--- src/rtl/asfc_pkg.sv ---
package asfc_pkg;

    // Default number of fraction bits in the incoming fixed-point sample
    localparam int FRACTION_BITS_DEF = 8;

    localparam int SAMPLE_W = 48;
    localparam int CODE_W   = 32;
    localparam int COUNT_W  = 32;
    localparam int MODE_W   = 3;

    // Output format codes
    localparam logic [MODE_W-1:0] MODE_SHORT16 = 3'd0;
    localparam logic [MODE_W-1:0] MODE_SCHAR   = 3'd1;
    localparam logic [MODE_W-1:0] MODE_OFFSET8 = 3'd2;
    localparam logic [MODE_W-1:0] MODE_MULAW   = 3'd3;
    localparam logic [MODE_W-1:0] MODE_LONG32  = 3'd4;

    // Saturation bounds and mu-law constants
    localparam logic [15:0] S16_MAX     = 16'h7FFF;
    localparam logic [15:0] S16_MIN     = 16'h8000;
    localparam logic [15:0] S16_NEG_LIM = 16'd32768;
    localparam logic [31:0] L32_MAX     = 32'h7FFF_FFFF;
    localparam logic [31:0] L32_MIN     = 32'h8000_0001;
    localparam logic [14:0] MU_CLIP     = 15'd32635;
    localparam logic [15:0] MU_BIAS     = 16'h0084;
    localparam logic [7:0]  MU_ZERO     = 8'h02;
    localparam logic [7:0]  OFFSET_FLIP = 8'h80;

    typedef struct packed {
        logic signed [SAMPLE_W-1:0] sample_value;
        logic                       last_in_block;
    } t_in;

    typedef struct packed {
        logic [CODE_W-1:0]  coded_word;
        logic               was_clipped;
        logic [COUNT_W-1:0] clip_total;
        logic               block_end;
    } t_out;

    typedef struct packed {
        logic [CODE_W-1:0] code;
        logic              clip;
    } t_enc_res;

endpackage

--- src/rtl/audio_sample_format_converter.sv ---
// Audio sample format converter.
// Input channel (i_in_valid / o_in_ready / i_in_data): one signed fixed-point
// sample per transfer, with a flag for the last sample of a buffer.
// Output channel (o_out_valid / i_out_ready / o_out_data): one coded word per
// input, with a clip flag, the running clip count and the end-of-buffer flag.
// Configuration: i_cfg_we writes i_cfg_wdata into the format register in the
// same edge; change it only while no sample is in flight.
// Path: input register, one pass of conversion logic, result register that
// drives the output. Throughput: one sample per cycle, sustained while
// i_out_ready is high, set by those two registers around the single pass.
// The input stage keeps taking samples while a result waits, as long as the
// result stage is able to move on in the same cycle.
// Stall: when the receiver holds i_out_ready low, the result holds, the input
// register fills and then o_in_ready drops; nothing is lost or repeated.
// Reset (synchronous, active low): both stages empty, format short16,
// clip count zero.
module audio_sample_format_converter #(
    parameter int FRACTION_BITS = asfc_pkg::FRACTION_BITS_DEF
) (
    input  logic                        i_clk,
    input  logic                        i_rst_n,
    input  logic                        i_cfg_we,
    input  logic [asfc_pkg::MODE_W-1:0] i_cfg_wdata,
    input  logic                        i_in_valid,
    output logic                        o_in_ready,
    input  asfc_pkg::t_in               i_in_data,
    output logic                        o_out_valid,
    input  logic                        i_out_ready,
    output asfc_pkg::t_out              o_out_data
);

    logic                         r_in_valid;
    asfc_pkg::t_in                r_in;
    logic                         r_out_valid;
    asfc_pkg::t_out               r_out;
    logic [asfc_pkg::MODE_W-1:0]  r_mode;
    logic [asfc_pkg::COUNT_W-1:0] r_clip_cnt;
    logic [asfc_pkg::COUNT_W-1:0] n_clip_cnt;

    asfc_pkg::t_enc_res enc;
    logic               advance;
    logic               take;

    // Advance the held sample into the result stage when that stage is free
    // or being emptied this cycle; take a new sample when the input stage
    // is free or advancing.
    assign advance    = r_in_valid && (!r_out_valid || i_out_ready);
    assign take       = i_in_valid && o_in_ready;
    assign o_in_ready = !r_in_valid || advance;

    asfc_encode #(
        .FRACTION_BITS(FRACTION_BITS)
    ) u_encode (
        .i_sample (r_in.sample_value),
        .i_mode   (r_mode),
        .o_res    (enc)
    );

    // Saturating clip count, bumped only as a sample moves to the result stage
    always_comb begin
        n_clip_cnt = r_clip_cnt;
        if (advance && enc.clip && (r_clip_cnt != '1)) begin
            n_clip_cnt = r_clip_cnt + 1'b1;
        end
    end

    always_ff @(posedge i_clk) begin
        if (!i_rst_n) begin
            r_mode      <= asfc_pkg::MODE_SHORT16;
            r_clip_cnt  <= '0;
            r_in_valid  <= 1'b0;
            r_out_valid <= 1'b0;
        end else begin
            if (i_cfg_we) begin
                r_mode <= i_cfg_wdata;
            end
            r_clip_cnt <= n_clip_cnt;
            if (o_in_ready) begin
                r_in_valid <= i_in_valid;
            end
            if (advance) begin
                r_out_valid <= 1'b1;
            end else if (i_out_ready) begin
                r_out_valid <= 1'b0;
            end
        end
    end

    // Payload registers: load on transfer, hold otherwise
    always_ff @(posedge i_clk) begin
        if (take) begin
            r_in <= i_in_data;
        end
        if (advance) begin
            r_out.coded_word  <= enc.code;
            r_out.was_clipped <= enc.clip;
            r_out.clip_total  <= n_clip_cnt;
            r_out.block_end   <= r_in.last_in_block;
        end
    end

    assign o_out_valid = r_out_valid;
    assign o_out_data  = r_out;

endmodule

--- src/rtl/asfc_encode.sv ---
module asfc_encode #(
    parameter int FRACTION_BITS = asfc_pkg::FRACTION_BITS_DEF
) (
    input  logic signed [asfc_pkg::SAMPLE_W-1:0] i_sample,
    input  logic [asfc_pkg::MODE_W-1:0]          i_mode,
    output asfc_pkg::t_enc_res                   o_res
);

    logic                          neg;
    logic [asfc_pkg::SAMPLE_W-1:0] mag;
    logic [asfc_pkg::SAMPLE_W-1:0] tmag;
    logic                          s_neg;

    logic        clip16;
    logic [15:0] c16;
    logic        clip32;
    logic [31:0] c32;

    logic        clipmu;
    logic [14:0] mmag;
    logic [15:0] biased;
    logic [6:0]  top;
    logic [2:0]  expo;
    logic [15:0] shifted;
    logic [3:0]  mant;
    logic [7:0]  mu;

    // Truncate toward zero on the magnitude
    assign neg   = i_sample[asfc_pkg::SAMPLE_W-1];
    assign mag   = neg ? (~i_sample + 1'b1) : i_sample;
    assign tmag  = mag >> FRACTION_BITS;
    assign s_neg = neg && (tmag != '0);

    // 16-bit saturation
    always_comb begin
        if (s_neg) begin
            clip16 = (|tmag[47:16]) || (tmag[15:0] > asfc_pkg::S16_NEG_LIM);
            c16    = clip16 ? asfc_pkg::S16_MIN : (~tmag[15:0] + 1'b1);
        end else begin
            clip16 = (|tmag[47:15]);
            c16    = clip16 ? asfc_pkg::S16_MAX : tmag[15:0];
        end
    end

    // 32-bit symmetric saturation
    always_comb begin
        clip32 = |tmag[47:31];
        if (s_neg) begin
            c32 = clip32 ? asfc_pkg::L32_MIN : (~tmag[31:0] + 1'b1);
        end else begin
            c32 = clip32 ? asfc_pkg::L32_MAX : tmag[31:0];
        end
    end

    // Mu-law: clip, bias, exponent from the leading bit, 4-bit mantissa
    always_comb begin
        clipmu  = (|tmag[47:15]) || (tmag[14:0] > asfc_pkg::MU_CLIP);
        mmag    = clipmu ? asfc_pkg::MU_CLIP : tmag[14:0];
        biased  = {1'b0, mmag} + asfc_pkg::MU_BIAS;
        top     = biased[14:8];
        expo    = 3'd0;
        for (int i = 0; i < 7; i++) begin
            if (top[i]) begin
                expo = 3'(i + 1);
            end
        end
        shifted = biased >> ({1'b0, expo} + 4'd3);
        mant    = shifted[3:0];
        mu      = ~{s_neg, expo, mant};
        if (mu == 8'h00) begin
            mu = asfc_pkg::MU_ZERO;
        end
    end

    always_comb begin
        case (i_mode)
            asfc_pkg::MODE_SHORT16: begin
                o_res.code = {16'h0000, c16};
                o_res.clip = clip16;
            end
            asfc_pkg::MODE_SCHAR: begin
                o_res.code = {24'h000000, c16[15:8]};
                o_res.clip = clip16;
            end
            asfc_pkg::MODE_OFFSET8: begin
                o_res.code = {24'h000000, c16[15:8] ^ asfc_pkg::OFFSET_FLIP};
                o_res.clip = clip16;
            end
            asfc_pkg::MODE_MULAW: begin
                o_res.code = {24'h000000, mu};
                o_res.clip = clipmu;
            end
            asfc_pkg::MODE_LONG32: begin
                o_res.code = c32;
                o_res.clip = clip32;
            end
            default: begin
                o_res.code = '0;
                o_res.clip = 1'b0;
            end
        endcase
    end

endmodule
--- config.mk ---
export PLATFORM = sky130hd
export DESIGN_NAME = audio_sample_format_converter
export DESIGN_NICKNAME = d
export VERILOG_FILES = /design/src/rtl/asfc_pkg.sv /design/src/rtl/audio_sample_format_converter.sv /design/src/rtl/asfc_encode.sv
export SDC_FILE = /design/constraint.sdc
export NUM_CORES = 1
export LEC_CHECK = 0
export BUFFER_PORTS_ARGS = -buffer_cell sky130_fd_sc_hd__buf_2
export CAP_MARGIN = 25
export CORE_AREA = 5 5 174 176
export DETAILED_ROUTE_END_ITERATION = 10
export DIE_AREA = 0 0 179 181
export PLACE_DENSITY_LB_ADDON = 0.12
export SLEW_MARGIN = 5
export SYNTH_ARGS = -nofsm -noshare
export SYNTH_HDL_FRONTEND = slang
export SYNTH_SLANG_ARGS = --single-unit
--- constraint.sdc ---
create_clock -name i_clk -period 6.2 [get_ports i_clk]
set_input_delay 1.24 -clock i_clk [delete_from_list [all_inputs] [get_ports i_clk]]
set_output_delay 1.24 -clock i_clk [all_outputs]
set_load 0.01 [all_outputs]
==> reports/metrics.yaml <==
outcome:
  outcome: "completed"
floorplan:
  core_area_sq_mm: 0.02847
  pin_count: 125
  dieArea_sq_mm: 0.03240
  rows: 62
  initial_core_util_pct: 32.68
  die_y_um: 181
  fp.dieW_um: 179
min_path:
  min_path_type: "reg2reg"
  whs_path_depth: 0
cts:
  numCtsBuffers: 17
  h-tree-depth: 4
  root_buffer: "clkbuf_16"
  clockBufferDepth: 2
  clkTransAtPathRegs_ns: 0.06
  tritoncts: "built"
  clock_latency_ns: 0.45
  cts_hold_buf: 0
  clock-sinks: 152
timing:
  timing.fmax_ghz: 0.1696
  tns_ns: 0
  layout_min_cycle_time_ns: 5.898
  drv_slew: 0
  final.setup_skew_ns: 0.01394
  hold_violations: 0
  finalSetupViolations: 0
  fin_crit_sh_pct: 95.13
  slew_headroom_pct: 29.47
  worst_slew_pin_slew_ns: 1.050
worst_setup_path:
  rr_worst_depth: 21
  start_kind: "flip-flop"
  crit_path_max_fanout: 8
  path_class: "reg2reg"
  cp.required_ns: 6.39
  arrival_ns: 6.09
  crit_path_end_kind: "flip-flop"
synth:
  ys_ff_latch: 152
  synthCells: 1001
  seq_area_frac_synth_pct: 45.07
  synth.distinct_cells: 78
  yosys_warnings: 0
  async_reset_ff_share_pct: 0
  synthesis.nets: 1062
  synth_area_per_cell_sq_um: 9.296
  synth_flop_cell: "edfxtp_1"
  netlist_area_sq_mm: 0.009305
  synth_edf_count: 115
global_route:
  first_global_vias: 7935
  antenna_found_initial: 0
  grt_max_degree: 67
  grt_pass1_wl_um: 44350
  grt_overflow: 0
  grt_usage_pct: 17.49
placed_design:
  place.detailed.hpwl_um: 21000
  port_buffers: 124
  dpl.cell_count: 1517
  gp_congestion: 0.8845
final_layout:
  syn_to_final_growth_pct: 22.80
  nFillCells: 2915
  final_cells: 1553
  nNetsFinal: 1217
  final_layout_size_suffix_gt1_share_pct: 23.10
  antenna_cells: 0
route:
  first_pass_iters: 5
  antenna_left: 0
  drt_iter0_markers: 562
  via_count: 8175
  detail_route.vias_per_cell: 5.264
  wl_um: 28060
  drcViolationCount: 0
  wl_per_cell_um: 18.07
job:
  maxCapViolCount: 0
pwr:
  pwr-share-clk_pct: 40.7
  p_switching_uw: 686.3
  p_comb_share_pct: 13.9
  powerDensity_mw_per_mm2: 226.9
  power.share.switching_pct: 26.47
  leakagePower_uw: 0.004113
  seq_power_share_pct: 45.4
  p_int_uw: 1907
  ir_worst_vdd_uv: 220.8
==> metal layers <==
metal | share of wire (%) | GRT usage, % | up-vias
met2 | 47 | 27.95 | 224
met4 | 1.9 | 5.527 | 0
met3 | 4.9 | 3.219 | 31
met5 | 0 | 0 | -
li1 | - | - | 4034
met1 | 46 | 23.95 | 3886
==> stage by stage <==
stage | power [uW] | hold WS, ns | utilization (%) | cell area, sq um | setup WS, ns
2_1_floorplan | 1406 | 0.4003 | - | 9305 | 0.1441
3_3_place_gp | 1556 | 0.4038 | 37.51 | 10680 | 0.1939
3_5_place_dp | 1555 | 0.4176 | 37.51 | 10680 | -0.09817
4_1_cts | 2626 | 0.4230 | 39.63 | 11280 | 0.02961
5_1_grt | 2718 | 0.4312 | 40.14 | 11430 | -0.05320
6_report | 2593 | 0.4227 | 40.14 | 11430 | 0.3021
==> cell usage after synthesis (all sizes together), types with 17 or more instances <==
cell type  instances  area [sq um]
edfxtp           115          3453
nand2            103         386.6
nor2              90         337.8
o21ai             55         275.3
a21oi             50         250.2
clkbuf            50         187.7
xnor2             50         437.9
and2              45         281.5
dfxtp             37         740.7
nand3             35         175.2
xor2              34         305.3
nor3              31         160.1
o22ai             20         125.1
or3               20         130.1
o31ai             17         132.6
==> cells by family (layout without fill, tap and decap cells) <==
group,after synthesis,count (layout),synth area share [%]
xor+xnor,84,84,7.987
flops,152,152,45.07
fa+ha+maj,4,4,0.5379
compound gates,236,236,17.32
buf+inv,76,244,3.321
simple gates,425,425,23.06
mux,24,24,2.703
==> layout make-up <==
type,instances,area [sq um],share of cell area [%]
clock buffer,20,457.9,4.007
clock inverter,12,137.6,1.204
inverter,16,60.06,0.5256
multi-input combinational,773,4931,43.15
sequential,152,4194,36.70
tap,384,480.5,4.205
timing repair buffer,196,1166,10.20
==> critical path, cell delays in order, from the launching register on <==
cell       delay, ns
edfxtp_1        0.35
or4_1           0.58
or3_4           0.49
nor4b_4         0.34
mux2i_1         0.24
nor4bb_4        0.32
nand4_1         0.27
or3_1           0.44
nor2_1          0.10
ha_1            0.22
buf_4           0.14
a21o_1          0.10
a221oi_1        0.09
a2111oi_2       0.33
o22ai_1         0.15
or2_1           0.26
a31oi_4         0.27
buf_6           0.17
mux2i_1         0.11
o31ai_2         0.21
a21oi_1         0.08
a2111o_1        0.38
==> power groups by stage <==
stage	Combinational (uW)	Sequential (uW)	Clock [uW]
2_1_floorplan	203	1200	0
3_3_place_gp	357	1200	0
3_5_place_dp	356	1200	0
4_1_cts	357	1180	1090
5_1_grt	397	1180	1140
6_report	361	1180	1050
==> registers in the layout, summed over array words and instances (netlist names) <==
register,flops
o_out_data,66
r_in,49
r_clip_cnt,32
r_mode,3
o_out_valid,1
r_in_valid,1
==> what timing repair did <==
action | in CTS | in global routing
pin swaps | 0 | 7
setup buffers | 0 | 3
endpoints found under the setup margin | 2 | 4
gates resized for setup | 2 | 23
==> path summary, 6_finish.rpt <==
path / from / endpoint / slack (ns)
worst min-delay path: r_in[0] / o_out_data[0] / 0.42
worst min register to register: r_in[0] / o_out_data[0] / 0.42
worst max register to register: r_in[8] / o_out_data[35] / 0.30
worst max-delay path: r_in[8] / o_out_data[35] / 0.30
==> layout by cell type, fill, tap and decap left out, types with 5 or more instances in the layout <==
master / synthesis / routed
and3_1: 10 / 10
nor2b_1: 15 / 14
xnor2_1: 50 / 50
o41ai_1: 6 / 6
a31oi_1: 9 / 9
o31ai_1: 16 / 13
nand4_1: 14 / 14
nor2_1: 90 / 88
clkbuf_16: 0 / 18
o21ai_0: 50 / 49
mux2_2: 8 / 8
and4_1: 5 / 5
buf_2: 1 / 125
nand3_1: 35 / 35
inv_1: 16 / 16
buf_4: 0 / 69
edfxtp_1: 115 / 115
a21oi_1: 50 / 49
nand2b_1: 12 / 12
a211oi_1: 11 / 11
dfxtp_1: 37 / 37
and2_1: 45 / 44
or4_1: 7 / 7
mux2i_1: 15 / 15
or3_1: 19 / 18
xor2_1: 33 / 33
nor4_1: 16 / 16
o211ai_1: 10 / 10
nor3_1: 30 / 28
o22ai_1: 20 / 20
or2_2: 9 / 9
nand2_1: 103 / 103
Note: power is estimated with default switching activity, not from simulation.
